<file path="config.mk">
export PLATFORM = sky130hd
export DESIGN_NAME = missing_chunk_tally
export DESIGN_NICKNAME = d
export VERILOG_FILES = /design/src/design/mct_pkg.sv /design/src/design/mct_bitmap.sv /design/src/design/missing_chunk_tally.sv
export SDC_FILE = /design/constraint.sdc
export NUM_CORES = 2
export LEC_CHECK = 0
export BUFFER_PORTS_ARGS = -buffer_cell sky130_fd_sc_hd__buf_2
export CAP_MARGIN = 30
export CORE_ASPECT_RATIO = 1.2
export CORE_UTILIZATION = 49
export DETAILED_ROUTE_END_ITERATION = 10
export PLACE_DENSITY_LB_ADDON = 0.15
export SLEW_MARGIN = 10
export SYNTH_ARGS = -nofsm -noshare
export SYNTH_HDL_FRONTEND = slang
export SYNTH_HIERARCHICAL = 1
export SYNTH_SLANG_ARGS = --single-unit
</file>
<file path="constraint.sdc">
create_clock -name clk -period 34.4 [get_ports clk]
set_input_delay 5.16 -clock clk [delete_from_list [all_inputs] [get_ports clk]]
set_output_delay 5.16 -clock clk [all_outputs]
set_load 0.005 [all_outputs]
</file>
<file path="src/design/mct_pkg.sv">
// Shared types and constants of the missing chunk tally.
`default_nettype none

package mct_pkg;

    // Fixed field widths
    localparam int CNT_W  = 11;
    localparam int WORD_W = 10;
    localparam int FUNC_W = 2;

    // Default sizing
    localparam int DEF_MAX_CHUNKS = 1024;
    localparam int DEF_LIST_WORDS = 32;
    localparam int DEF_ADDR_W     = 10;

    // Function codes
    localparam logic [FUNC_W-1:0] FUNC_ADD   = 2'd0;
    localparam logic [FUNC_W-1:0] FUNC_LIST  = 2'd1;
    localparam logic [FUNC_W-1:0] FUNC_CLEAR = 2'd2;

    typedef enum logic [3:0] {
        ST_INIT,
        ST_IDLE,
        ST_ADD,
        ST_NOP,
        ST_CLEAR,
        ST_FM_SKIP,
        ST_CHK_NEXT,
        ST_RUN_SCAN,
        ST_RUN_LO,
        ST_FIND,
        ST_FLUSH
    } state_t;

    typedef struct packed {
        logic [WORD_W-1:0] chunk_word;
        logic              word_valid;
        logic              last;
        logic              complete;
        logic              already_present;
        logic              out_of_range;
    } result_t;

endpackage

`default_nettype wire

</file>
<file path="src/design/mct_bitmap.sv">
// One-bit-per-chunk received map with one write port and one registered read port.
`default_nettype none

module mct_bitmap
    import mct_pkg::*;
#(
    parameter int ADDR_W = DEF_ADDR_W
)
(
    input  wire logic              clk,
    input  wire logic              wr_en,
    input  wire logic [ADDR_W-1:0] wr_addr,
    input  wire logic              wr_data,
    input  wire logic [ADDR_W-1:0] rd_addr,
    output logic                   rd_data
);

    logic mem [2**ADDR_W];
    logic rd_data_reg;

    always_ff @(posedge clk)
    begin
        if (wr_en)
        begin
            mem[wr_addr] <= wr_data;
        end
        rd_data_reg <= mem[rd_addr];
    end

    assign rd_data = rd_data_reg;

endmodule

`default_nettype wire

</file>
<file path="src/design/missing_chunk_tally.sv">
// Top level of the missing chunk tally: received-chunk map, list sequencer and result register.
`default_nettype none

// Received-chunk tally for one transfer of chunk_count chunks (saturated at
// MAX_CHUNKS). An add transfer marks one chunk in a one-bit-per-chunk map and
// reports a repeat or an out-of-range number; a clear transfer empties the map;
// a list transfer scans the map and returns up to LIST_WORDS missing-chunk
// words (a lone gap as one word, a run as highest then lowest), or a single
// result with complete set. All work goes through one map with one write and
// one read port and one index incrementer under a small sequencer, one item at
// a time; in_ready is high only while the sequencer is idle. An add is accepted
// in the idle state and finished in the add state, which uses the registered
// map read and updates the entry as the result leaves. A clear sweeps the whole
// map, one entry per cycle. A list scans the map chunk by chunk from the first
// missing chunk up to the last one reported; chunks below the remembered first
// missing chunk are never rescanned. After reset a clearing sweep of the whole
// map runs before the first item is taken; configuration writes are taken at
// any time. Results go through an output register, so a waiting result does
// not block the next input transfer; a stalled output holds the sequencer only
// where it has a result to hand over or a list word to decide.

module missing_chunk_tally
    import mct_pkg::*;
#(
    parameter int MAX_CHUNKS = DEF_MAX_CHUNKS,
    parameter int LIST_WORDS = DEF_LIST_WORDS
)
(
    input  wire logic              clk,
    input  wire logic              rst_n,

    input  wire logic              cfg_valid,
    output logic                   cfg_ready,
    input  wire logic [CNT_W-1:0]  chunk_count,

    input  wire logic              in_valid,
    output logic                   in_ready,
    input  wire logic [FUNC_W-1:0] func,
    input  wire logic [WORD_W-1:0] chunk_number,

    output logic                   out_valid,
    input  wire logic              out_ready,
    output logic [WORD_W-1:0]      chunk_word,
    output logic                   word_valid,
    output logic                   last,
    output logic                   complete,
    output logic                   already_present,
    output logic                   out_of_range
);

    // Map address width and depth, index width able to hold the count plus one
    localparam int AW     = $clog2(MAX_CHUNKS);
    localparam int DEPTH  = 2**AW;
    localparam int NW_MIN = $clog2(MAX_CHUNKS + 2);
    localparam int NW     = (NW_MIN > CNT_W) ? NW_MIN : CNT_W;
    localparam int LCW    = $clog2(LIST_WORDS + 1);

    localparam logic [NW-1:0]  MAX_N     = NW'(MAX_CHUNKS);
    localparam logic [NW-1:0]  LAST_ADDR = NW'(DEPTH - 1);
    localparam logic [LCW-1:0] LW_N      = LCW'(LIST_WORDS);
    localparam logic [LCW-1:0] LW_M1     = LCW'(LIST_WORDS - 1);

    state_t            state_reg, state_next;
    logic [NW-1:0]     idx_reg, idx_next;
    logic [NW-1:0]     cn_reg, cn_next;
    logic [NW-1:0]     fm_reg, fm_next;
    logic [LCW-1:0]    cnt_reg, cnt_next;
    logic [WORD_W-1:0] hold_word_reg, hold_word_next;
    logic              hold_valid_reg, hold_valid_next;
    logic [CNT_W-1:0]  count_reg;
    result_t           out_res_reg;
    logic              out_valid_reg;

    logic              accept;
    logic [NW-1:0]     eff_n;
    logic [NW-1:0]     idx_inc;
    logic [NW-1:0]     idx_dec;
    logic [LCW-1:0]    cnt_inc;
    logic              idx_lt_n;
    logic              single;
    logic              can_emit;
    logic              rd_data;
    logic              wr_en;
    logic              wr_data;
    logic              emit;
    result_t           emit_res;
    logic              produce;
    logic [WORD_W-1:0] produce_word;

    // ------------------------------------------------------------------
    // Received map
    // ------------------------------------------------------------------
    mct_bitmap #(
        .ADDR_W (AW)
    ) u_bitmap (
        .clk     (clk),
        .wr_en   (wr_en),
        .wr_addr (idx_reg[AW-1:0]),
        .wr_data (wr_data),
        .rd_addr (idx_next[AW-1:0]),
        .rd_data (rd_data)
    );

    // ------------------------------------------------------------------
    // Shared conditions
    // ------------------------------------------------------------------
    assign cfg_ready = 1'b1;
    assign in_ready  = (state_reg == ST_IDLE);
    assign accept    = in_valid && in_ready;

    // Saturate the configured count at the map size
    assign eff_n    = (NW'(count_reg) > MAX_N) ? MAX_N : NW'(count_reg);
    assign idx_inc  = idx_reg + 1'b1;
    assign idx_dec  = idx_reg - 1'b1;
    assign cnt_inc  = cnt_reg + 1'b1;
    assign idx_lt_n = (idx_reg < eff_n);
    // In CHK_NEXT idx points one past the run start: a lone gap ends there
    assign single   = (idx_reg == eff_n) || rd_data;
    assign can_emit = !out_valid_reg || out_ready;

    // ------------------------------------------------------------------
    // Next state
    // ------------------------------------------------------------------
    always_comb
    begin
        state_next = state_reg;
        unique case (state_reg)
            ST_INIT:
            begin
                if (idx_reg == LAST_ADDR)
                begin
                    state_next = ST_IDLE;
                end
            end
            ST_IDLE:
            begin
                if (accept)
                begin
                    unique case (func)
                        FUNC_ADD:   state_next = ST_ADD;
                        FUNC_LIST:  state_next = ST_FM_SKIP;
                        FUNC_CLEAR: state_next = ST_CLEAR;
                        default:    state_next = ST_NOP;
                    endcase
                end
            end
            ST_ADD, ST_NOP, ST_FLUSH:
            begin
                if (can_emit)
                begin
                    state_next = ST_IDLE;
                end
            end
            ST_CLEAR:
            begin
                if (idx_reg == LAST_ADDR && can_emit)
                begin
                    state_next = ST_IDLE;
                end
            end
            ST_FM_SKIP:
            begin
                if (!idx_lt_n)
                begin
                    if (can_emit)
                    begin
                        state_next = ST_IDLE;
                    end
                end
                else if (!rd_data)
                begin
                    state_next = ST_CHK_NEXT;
                end
            end
            ST_CHK_NEXT:
            begin
                if (can_emit)
                begin
                    if (single)
                    begin
                        state_next = (cnt_inc >= LW_N) ? ST_FLUSH : ST_FIND;
                    end
                    else
                    begin
                        state_next = (cnt_reg == LW_M1) ? ST_FLUSH : ST_RUN_SCAN;
                    end
                end
            end
            ST_RUN_SCAN:
            begin
                if (!(idx_lt_n && !rd_data) && can_emit)
                begin
                    state_next = ST_RUN_LO;
                end
            end
            ST_RUN_LO:
            begin
                if (can_emit)
                begin
                    state_next = (cnt_inc >= LW_N) ? ST_FLUSH : ST_FIND;
                end
            end
            ST_FIND:
            begin
                if (!idx_lt_n)
                begin
                    state_next = ST_FLUSH;
                end
                else if (!rd_data)
                begin
                    state_next = ST_CHK_NEXT;
                end
            end
            default:
            begin
                state_next = ST_IDLE;
            end
        endcase
    end

    // ------------------------------------------------------------------
    // Datapath control and result generation
    // ------------------------------------------------------------------
    always_comb
    begin
        idx_next        = idx_reg;
        cn_next         = cn_reg;
        fm_next         = fm_reg;
        cnt_next        = cnt_reg;
        hold_word_next  = hold_word_reg;
        hold_valid_next = hold_valid_reg;
        wr_en           = 1'b0;
        wr_data         = 1'b0;
        emit            = 1'b0;
        emit_res        = '0;
        produce         = 1'b0;
        produce_word    = '0;

        unique case (state_reg)
            ST_INIT:
            begin
                // Clear one map entry per cycle after reset
                wr_en    = 1'b1;
                idx_next = idx_inc;
            end
            ST_IDLE:
            begin
                if (accept)
                begin
                    unique case (func)
                        FUNC_ADD:
                        begin
                            idx_next = NW'(chunk_number);
                        end
                        FUNC_LIST:
                        begin
                            idx_next        = fm_reg;
                            cnt_next        = '0;
                            hold_valid_next = 1'b0;
                        end
                        FUNC_CLEAR:
                        begin
                            idx_next = '0;
                            fm_next  = '0;
                        end
                        default:
                        begin
                            idx_next = idx_reg;
                        end
                    endcase
                end
            end
            ST_ADD:
            begin
                // Mark the chunk only in the cycle the result leaves
                if (can_emit)
                begin
                    emit                     = 1'b1;
                    emit_res.last            = 1'b1;
                    emit_res.out_of_range    = !idx_lt_n;
                    emit_res.already_present = idx_lt_n && rd_data;
                    wr_en                    = idx_lt_n && !rd_data;
                    wr_data                  = 1'b1;
                end
            end
            ST_NOP:
            begin
                if (can_emit)
                begin
                    emit          = 1'b1;
                    emit_res.last = 1'b1;
                end
            end
            ST_CLEAR:
            begin
                wr_en = 1'b1;
                if (idx_reg != LAST_ADDR)
                begin
                    idx_next = idx_inc;
                end
                else if (can_emit)
                begin
                    emit          = 1'b1;
                    emit_res.last = 1'b1;
                end
            end
            ST_FM_SKIP:
            begin
                // Advance the remembered first missing chunk past received ones
                if (!idx_lt_n)
                begin
                    if (can_emit)
                    begin
                        emit              = 1'b1;
                        emit_res.last     = 1'b1;
                        emit_res.complete = 1'b1;
                    end
                end
                else if (rd_data)
                begin
                    idx_next = idx_inc;
                    fm_next  = idx_inc;
                end
                else
                begin
                    cn_next  = idx_reg;
                    idx_next = idx_inc;
                end
            end
            ST_CHK_NEXT:
            begin
                if (can_emit)
                begin
                    if (single)
                    begin
                        produce      = 1'b1;
                        produce_word = cn_reg[WORD_W-1:0];
                        cnt_next     = cnt_inc;
                        idx_next     = idx_inc;
                    end
                    else if (cnt_reg == LW_M1)
                    begin
                        // No room for two words: cut the run to its first chunk
                        produce      = 1'b1;
                        produce_word = cn_reg[WORD_W-1:0];
                        cnt_next     = cnt_inc;
                    end
                    else
                    begin
                        idx_next = idx_inc;
                    end
                end
            end
            ST_RUN_SCAN:
            begin
                if (idx_lt_n && !rd_data)
                begin
                    idx_next = idx_inc;
                end
                else if (can_emit)
                begin
                    produce      = 1'b1;
                    produce_word = idx_dec[WORD_W-1:0];
                    cnt_next     = cnt_inc;
                end
            end
            ST_RUN_LO:
            begin
                if (can_emit)
                begin
                    produce      = 1'b1;
                    produce_word = cn_reg[WORD_W-1:0];
                    cnt_next     = cnt_inc;
                    idx_next     = idx_inc;
                end
            end
            ST_FIND:
            begin
                if (idx_lt_n)
                begin
                    if (rd_data)
                    begin
                        idx_next = idx_inc;
                    end
                    else
                    begin
                        cn_next  = idx_reg;
                        idx_next = idx_inc;
                    end
                end
            end
            ST_FLUSH:
            begin
                if (can_emit)
                begin
                    emit                = 1'b1;
                    emit_res.chunk_word = hold_word_reg;
                    emit_res.word_valid = 1'b1;
                    emit_res.last       = 1'b1;
                end
            end
            default:
            begin
                idx_next = idx_reg;
            end
        endcase

        // Hold each list word until the next one shows it was not the last
        if (produce)
        begin
            hold_word_next  = produce_word;
            hold_valid_next = 1'b1;
            if (hold_valid_reg)
            begin
                emit                = 1'b1;
                emit_res.chunk_word = hold_word_reg;
                emit_res.word_valid = 1'b1;
            end
        end
    end

    // ------------------------------------------------------------------
    // Registers
    // ------------------------------------------------------------------
    always_ff @(posedge clk or negedge rst_n)
    begin
        if (!rst_n)
        begin
            state_reg      <= ST_INIT;
            idx_reg        <= '0;
            fm_reg         <= '0;
            cnt_reg        <= '0;
            hold_valid_reg <= 1'b0;
            count_reg      <= '0;
            out_valid_reg  <= 1'b0;
        end
        else
        begin
            state_reg      <= state_next;
            idx_reg        <= idx_next;
            fm_reg         <= fm_next;
            cnt_reg        <= cnt_next;
            hold_valid_reg <= hold_valid_next;
            if (cfg_valid && cfg_ready)
            begin
                count_reg <= chunk_count;
            end
            if (emit)
            begin
                out_valid_reg <= 1'b1;
            end
            else if (out_ready)
            begin
                out_valid_reg <= 1'b0;
            end
        end
    end

    // Payload registers, no reset
    always_ff @(posedge clk)
    begin
        cn_reg        <= cn_next;
        hold_word_reg <= hold_word_next;
        if (emit)
        begin
            out_res_reg <= emit_res;
        end
    end

    assign out_valid       = out_valid_reg;
    assign chunk_word      = out_res_reg.chunk_word;
    assign word_valid      = out_res_reg.word_valid;
    assign last            = out_res_reg.last;
    assign complete        = out_res_reg.complete;
    assign already_present = out_res_reg.already_present;
    assign out_of_range    = out_res_reg.out_of_range;

    // ------------------------------------------------------------------
    // Assertions
    // ------------------------------------------------------------------

    // A complete report never carries a list word and always closes the item
    a_complete_alone: assert property (@(posedge clk) disable iff (!rst_n)
        (out_valid && complete) |-> (!word_valid && last && !already_present && !out_of_range))
        else $error("complete result carries other flags");

    // The list never grows past its word budget
    a_word_budget: assert property (@(posedge clk) disable iff (!rst_n)
        cnt_reg <= LW_N)
        else $error("list word count above budget");

    // The first missing pointer never exceeds the map size
    a_fm_bound: assert property (@(posedge clk) disable iff (!rst_n)
        fm_reg <= MAX_N)
        else $error("first missing pointer past map size");

    // An add marks the map only for an in-range chunk, and reports the add
    a_add_write: assert property (@(posedge clk) disable iff (!rst_n)
        (state_reg == ST_ADD && wr_en) |-> (idx_lt_n && wr_data && emit))
        else $error("add wrote the map out of range or without a result");

endmodule

`default_nettype wire
</file>
### After elaboration in Yosys (flattened, before gate mapping)

Memory sizes are Yosys's and may differ from the RTL's. A register that Yosys moved wholly into a read port is not among the register bits.
Index checks and enable logic that the tools add are counted.

* magnitude comparators: 3
* bitwise operators: 2
* add/subtract/negate cells: 3
* mux-type cells: 75
* div/mod/pow operators: 0
* $mul: 0
* reduce and logical (&&, ||, !) cells: 32
* equality and inequality tests: 33
* shift-type cells: 0

Operator list (count)
* $mux 11: 16
* $pmux 11 s7: 1
* $mux 10: 6
* $mux 4: 12
* $mux 6: 7
* $pmux 4 s9: 1
* $pmux 11 s3: 1
* $pmux 10 s3: 1
* $pmux 6 s4: 1
* $pmux 11 s2: 1
* $mux 1: 19
* $ne 2x2->1 const B: 9
* $eq 4x3->1 const B: 4
* $eq 4x4->1 const B: 3
* $mux 12: 1
* $reduce_and 6->1: 2
* $add 11x1->11 const B: 1
* $eq 11x10->1 const B: 1
* $eq 11x11->1: 1
* $gt 11x11->1 const B: 1
* $lt 11x11->1: 1
* $ne 11x10->1 const B: 1
* $ne 2x1->1 const B: 5
* $reduce_bool 2->1: 5
* other kinds (29): 47

* latch bits: 0
* memories kept: 1
* register bits after elaboration: 80
* logic and storage cells: 165
* bits in read-only memories: 0
* RAM bits: 1024

Memory list
* u_bitmap.mem: depth 1024, bits a word 1, rd ports 1, clocked after memory_dff 1, write ports 1, RTL line mct_bitmap.sv:18 `logic mem [2**ADDR_W];`

### Depth between registers and ports, before layout

* word-level depth: 9
* depth in mapped cells: 25
* gate-level depth less buffers: 17

### Modules after synthesis

The synthesis kept the hierarchy.

Modules (own cells, without submodules)
* mct_bitmap: area an instance 44656.6 um^2, cells an instance 3112, times used 1
* missing_chunk_tally: area an instance 4983.5 um^2, cells an instance 516, times used 1

### Worst setup path before layout

Ideal clock, no wire load.

* path type: in2reg
* start point: input port out_ready
* end point: memory u_bitmap.mem[0], data pin
* path buffers: 1
* library setup time: 2482 ps
* stages: 5
* required time: 31918 ps
* arrival: 16526 ps
* slack: 15392 ps
* cells stage by stage: nor2b_1 > buf_2 > inv_2 > nand4_1 > inv_1

* cells in the longest elaborated chain, start to end: 3

Ends and longest elaborated chain
* from (decl): RTL line missing_chunk_tally.sv:42 `input wire logic out_ready,`
* $logic_or 1x1->1: RTL line missing_chunk_tally.sv:119 `assign can_emit = !out_valid_reg || out_ready;`
* named net can_emit: RTL line missing_chunk_tally.sv:81 `logic can_emit;`
* $mux 1: RTL line missing_chunk_tally.sv:276 `if (can_emit)`
* $mux 1: RTL line missing_chunk_tally.sv:239 `unique case (state_reg)`
* named net wr_data: RTL line missing_chunk_tally.sv:84 `logic wr_data;`
* to (decl): RTL line mct_bitmap.sv:18

The timed path passes the listed nets, and every way through them passes these cells.

### Final worst setup path

* start point: input port func[1]
* end point: register u_bitmap.rd_data_reg (netlist: u_bitmap/rd_data), read port of u_bitmap.mem

* cells in the longest elaborated chain, start to end: 4
* elaborated cells on any way between the ends: 6
* classes of those cells: eq/ne (2); mux (3); reduce/logical (1)

Ends and longest elaborated chain
* from (decl): RTL line missing_chunk_tally.sv:38 `input wire logic [FUNC_W-1:0] func,`
* $eq 2x2->1, or another cell as far along: RTL line missing_chunk_tally.sv:250 `unique case (func)`
* $pmux 11 s3 *: RTL line missing_chunk_tally.sv:250
* $mux 11 *: RTL line missing_chunk_tally.sv:248 `if (accept)`
* $pmux 11 s7 *: RTL line missing_chunk_tally.sv:239
* named net idx_next[1]: RTL line missing_chunk_tally.sv:64 `logic [NW-1:0] idx_reg, idx_next;`
* to (decl): RTL line mct_bitmap.sv:19 `logic rd_data_reg;`

The timed path passes the listed nets; every way through them passes the cells marked *. The select of a mux whose other input is x is not followed.
A chain may end at the register's enable or synchronous reset.

==> flow_summary.json <==
{
  "status": "complete, no violations",
  "finalWeightedCongestion": 0.885,
  "synth-simple-area-share_pct": 12.2,
  "post_synth.cell_area_avg_um2": 13.7,
  "critPathLaunchType": "input port",
  "dp_slack_ns": 23.60,
  "antenna_found_initial": 1,
  "grt_total_ovfl": 0,
  "yosysSeqAreaShare_pct": 66.4,
  "critical_path_endpoint": "u_bitmap/rd_data$_DFF_P_",
  "post_route_cells_drive_above_1_share_pct": 16.7,
  "synthesis.area_mm2": 0.0496,
  "post_synth_xor_xnor_area_pct": 0.212,
  "rr_endpoint": "u_bitmap/rd_data$_DFF_P_",
  "cts_post_setup_buffers_inserted": 0,
  "yosys.area_share.adder_pct": 0.479,
  "seq_area_mm2": 0.0329,
  "grt_use_total_pct": 27.3,
  "start_util_pct": 49.6,
  "worst-path-max-fanout": 54,
  "total_leakage_power_nw": 17.1,
  "routed.top_layer": "met4",
  "grt_pass1_vias": 30600,
  "multi_input_comb_area_mm2": 0.0152,
  "critical-path-slowest-cell": "sky130_fd_sc_hd__buf_4",
  "report.final.setup_viol": 0,
  "regToRegSetupSlack_ns": 26.80,
  "top_reg_by_flops": "u_bitmap/mem",
  "final.setup_skew_ns": 0.0287,
  "compound_gate_portion_of_the_synthesized_area_pct": 4.50,
  "most-common-layout-cells": "sky130_fd_sc_hd__nor2_1, sky130_fd_sc_hd__edfxtp_1, sky130_fd_sc_hd__mux4_2",
  "timing.hold.worst.class": "register to register",
  "drt-wirelength-per-cell_um": 28.5,
  "crit_type": "input port to register",
  "fp.dieW_um": 293,
  "largest_reg_flops": 1024,
  "finalWorstPathRequiredPeriod_ns": 10.17,
  "most_common_cell_after_layout_fill_and_taps_aside": "sky130_fd_sc_hd__nor2_1",
  "core_region_area_mm2": 0.100,
  "critical_path.most_common_cell": "sky130_fd_sc_hd__a2111oi_0",
  "layout-area-overhead-vs-synth_pct": 10.6,
  "clk_tree_root_cell": "sky130_fd_sc_hd__clkbuf_16",
  "worst_skew_pair.late_latency_ns": 0.71,
  "timing.critical_path.slowest_cell_delay_ns": 0.81,
  "final-hold-violation-count": 0,
  "finished_core_util_pct": 54.8,
  "post_cts.resized_instances": 0,
  "num_io_pins": 46,
  "rr_worst_depth": 18,
  "layout.filler_cells": 8118,
  "timing.slew.headroom_pct": 34.9,
  "place.port_buffers": 44,
  "post-route-drc-count": 0,
  "post_cts_hold_buffer_count": 0,
  "worst_ep_arrival_time_ns": 10.74,
  "number_of_synthesized_flops_with_an_enable_pin": 1059,
  "hold-path-cell-count": 1,
  "wl_met3_um": 11900,
  "yosysUniqueCellTypes": 88,
  "synth_fp_nets": 3675,
  "drt.antenna.violating_nets": 0,
  "ff_to_ff_start": "idx_reg[0]$_DFF_PN0_",
  "post_drt_via_cell_ratio": 6.30,
  "cts_buffers": 108,
  "hpwlAfterDp_um": 75200,
  "synthesized_instance_count": 3628,
  "route.vias.total": 31100,
  "synth.mux.area_fraction_pct": 12.8,
  "async_flop_share_pct": 4.07,
  "grt_setup_unrepaired": "false",
  "critical_path.endpoint_type": "register",
  "finalMaxSlewViolations": 0,
  "setup.worst_path.start": "func[1]",
  "max_freq_mhz": 98.3,
  "clock-sinks": 1105,
  "grt_start_max_net_pins": 338,
  "cap_violations": 0,
  "power.ir.vdd_worst_mv": 0.110,
  "grt_first_pass_wirelength_um": 203000,
  "layout_setup_ws_ns": 24.23,
  "routedLengthMet1_um": 53300,
  "rows": 127,
  "iter_0_drt_violations": 3757,
  "predominant_post_synthesis_flop_cell": "sky130_fd_sc_hd__edfxtp_1",
  "tightestPinTransition_ns": 0.975,
  "count_of_h_tree_levels_built_during_cts": 3,
  "die_height_um": 351,
  "yosys_register_bits": 1105,
  "full_die_area_mm2": 0.103,
  "power_w": 0.00458,
  "ctsLongestPathBuffers": 3,
  "clock_tree_from_tritoncts": "built",
  "postRouteWirelength_um": 141000,
  "pwr_dens_mw_per_mm2": 83.4,
  "final.setup.tns_ns": 0,
  "synth_top_family_by_area": "multiplexers",
  "met2_layer_wire_length_in_the_routed_design_um": 70800,
  "worstPathCellList": "buf_2, inv_1, ha_1, a22oi_1, nor3b_1, a221o_4, buf_4, buf_4, nor2b_1, a2111oi_0, a2111oi_0, a2111oi_0, nand4_1, and4_1, nor4_1, o2111ai_1",
  "clk_pin_slew_ns": 0.06,
  "synth-warning-count": 6,
  "final_net_count": 3615,
  "first_pass_iters": 6,
  "final.period_utilization_pct": 29.6,
  "critPathRequiredTime_ns": 34.96
}
worst min path at each step:
stage | startpoint | end | slack [ns]
floorplan | count_reg[0]$_DFFE_PN0P_ | count_reg[0]$_DFFE_PN0P_ | 0.47
global placement | count_reg[0]$_DFFE_PN0P_ | count_reg[0]$_DFFE_PN0P_ | 0.49
detailed placement | count_reg[5]$_DFFE_PN0P_ | count_reg[5]$_DFFE_PN0P_ | 0.50
CTS | count_reg[5]$_DFFE_PN0P_ | count_reg[5]$_DFFE_PN0P_ | 0.51
global route | count_reg[5]$_DFFE_PN0P_ | count_reg[5]$_DFFE_PN0P_ | 0.52
finish | count_reg[9]$_DFFE_PN0P_ | count_reg[9]$_DFFE_PN0P_ | 0.51
power by group:
part / internal, W / switching (W) / leakage [nW]
clock: 0.000664 / 0.000509 / 1.69
sequential: 0.00154 / 0.0000253 / 10.4
combinational: 0.000747 / 0.00109 / 5.05
metrics by stage:
stage | hold slack [ns] | area [um2] | std cells
final | 0.506 | 54900 | 4942
after detailed placement | 0.498 | 50900 | 4720
after global routing | 0.520 | 54900 | 4941
after floorplan | 0.473 | 49600 | 3628
after CTS | 0.511 | 54300 | 4913
after global placement | 0.489 | 50700 | 4707
metal layers:
layer / up-vias / track usage, %
li1: 13300 / -
met1: 16100 / 35.0
met2: 1519 / 47.3
met3: 270 / 3.90
met4: 0 / 10.2
met5: - / 0
cell families (layout without fill, tap and decap cells):
logic type                 after synthesis  after routing
xor gates and xnor gates                12             12
AOI/OAI and AO/OA                      323            323
DFF                                   1105           1105
buffers and inverters                  358            381
and+or+nand+nor                       1452           1452
adders and majority gates               19             19
other                                    1              2
muxes                                  358            358
layout make-up:
| cell class | count | share of cell area [%] |
|---|---|---|
| Antenna cell | 1 | 0.00456 |
| Clock buffer | 124 | 5.11 |
| Clock inverter | 69 | 1.18 |
| Inverter | 25 | 0.185 |
| Multi-Input combinational cell | 2165 | 27.6 |
| Sequential cell | 1105 | 60.0 |
| Tap cell | 1290 | 2.94 |
| Timing Repair Buffer | 163 | 2.92 |
critical path: cells and delay by family:
| family | cells | cell delay, ns |
|---|---|---|
| AO/OA/AOI/OAI | 6 | 1.91 |
| buffers and inverters | 4 | 1.78 |
| AND/OR/NAND/NOR | 5 | 1.31 |
| adder cells (fa/ha/maj) | 1 | 0.50 |
synth_stat cells, drive strengths merged (23+ instances only):
library cell,count,share of area [%]
nand2,129,0.98
dfrtp,45,2.3
a21oi,70,0.72
o221ai,50,0.88
mux2i,124,2.5
o22ai,28,0.35
nand3,67,0.68
nor3,47,0.47
edfxtp,1059,64
a22oi,30,0.45
nor2,1076,8.1
inv,23,0.17
mux4,214,9.8
o21ai,59,0.63
buf,136,1.8
clkbuf,197,1.5
Note: power is estimated with default switching activity, not from simulation.
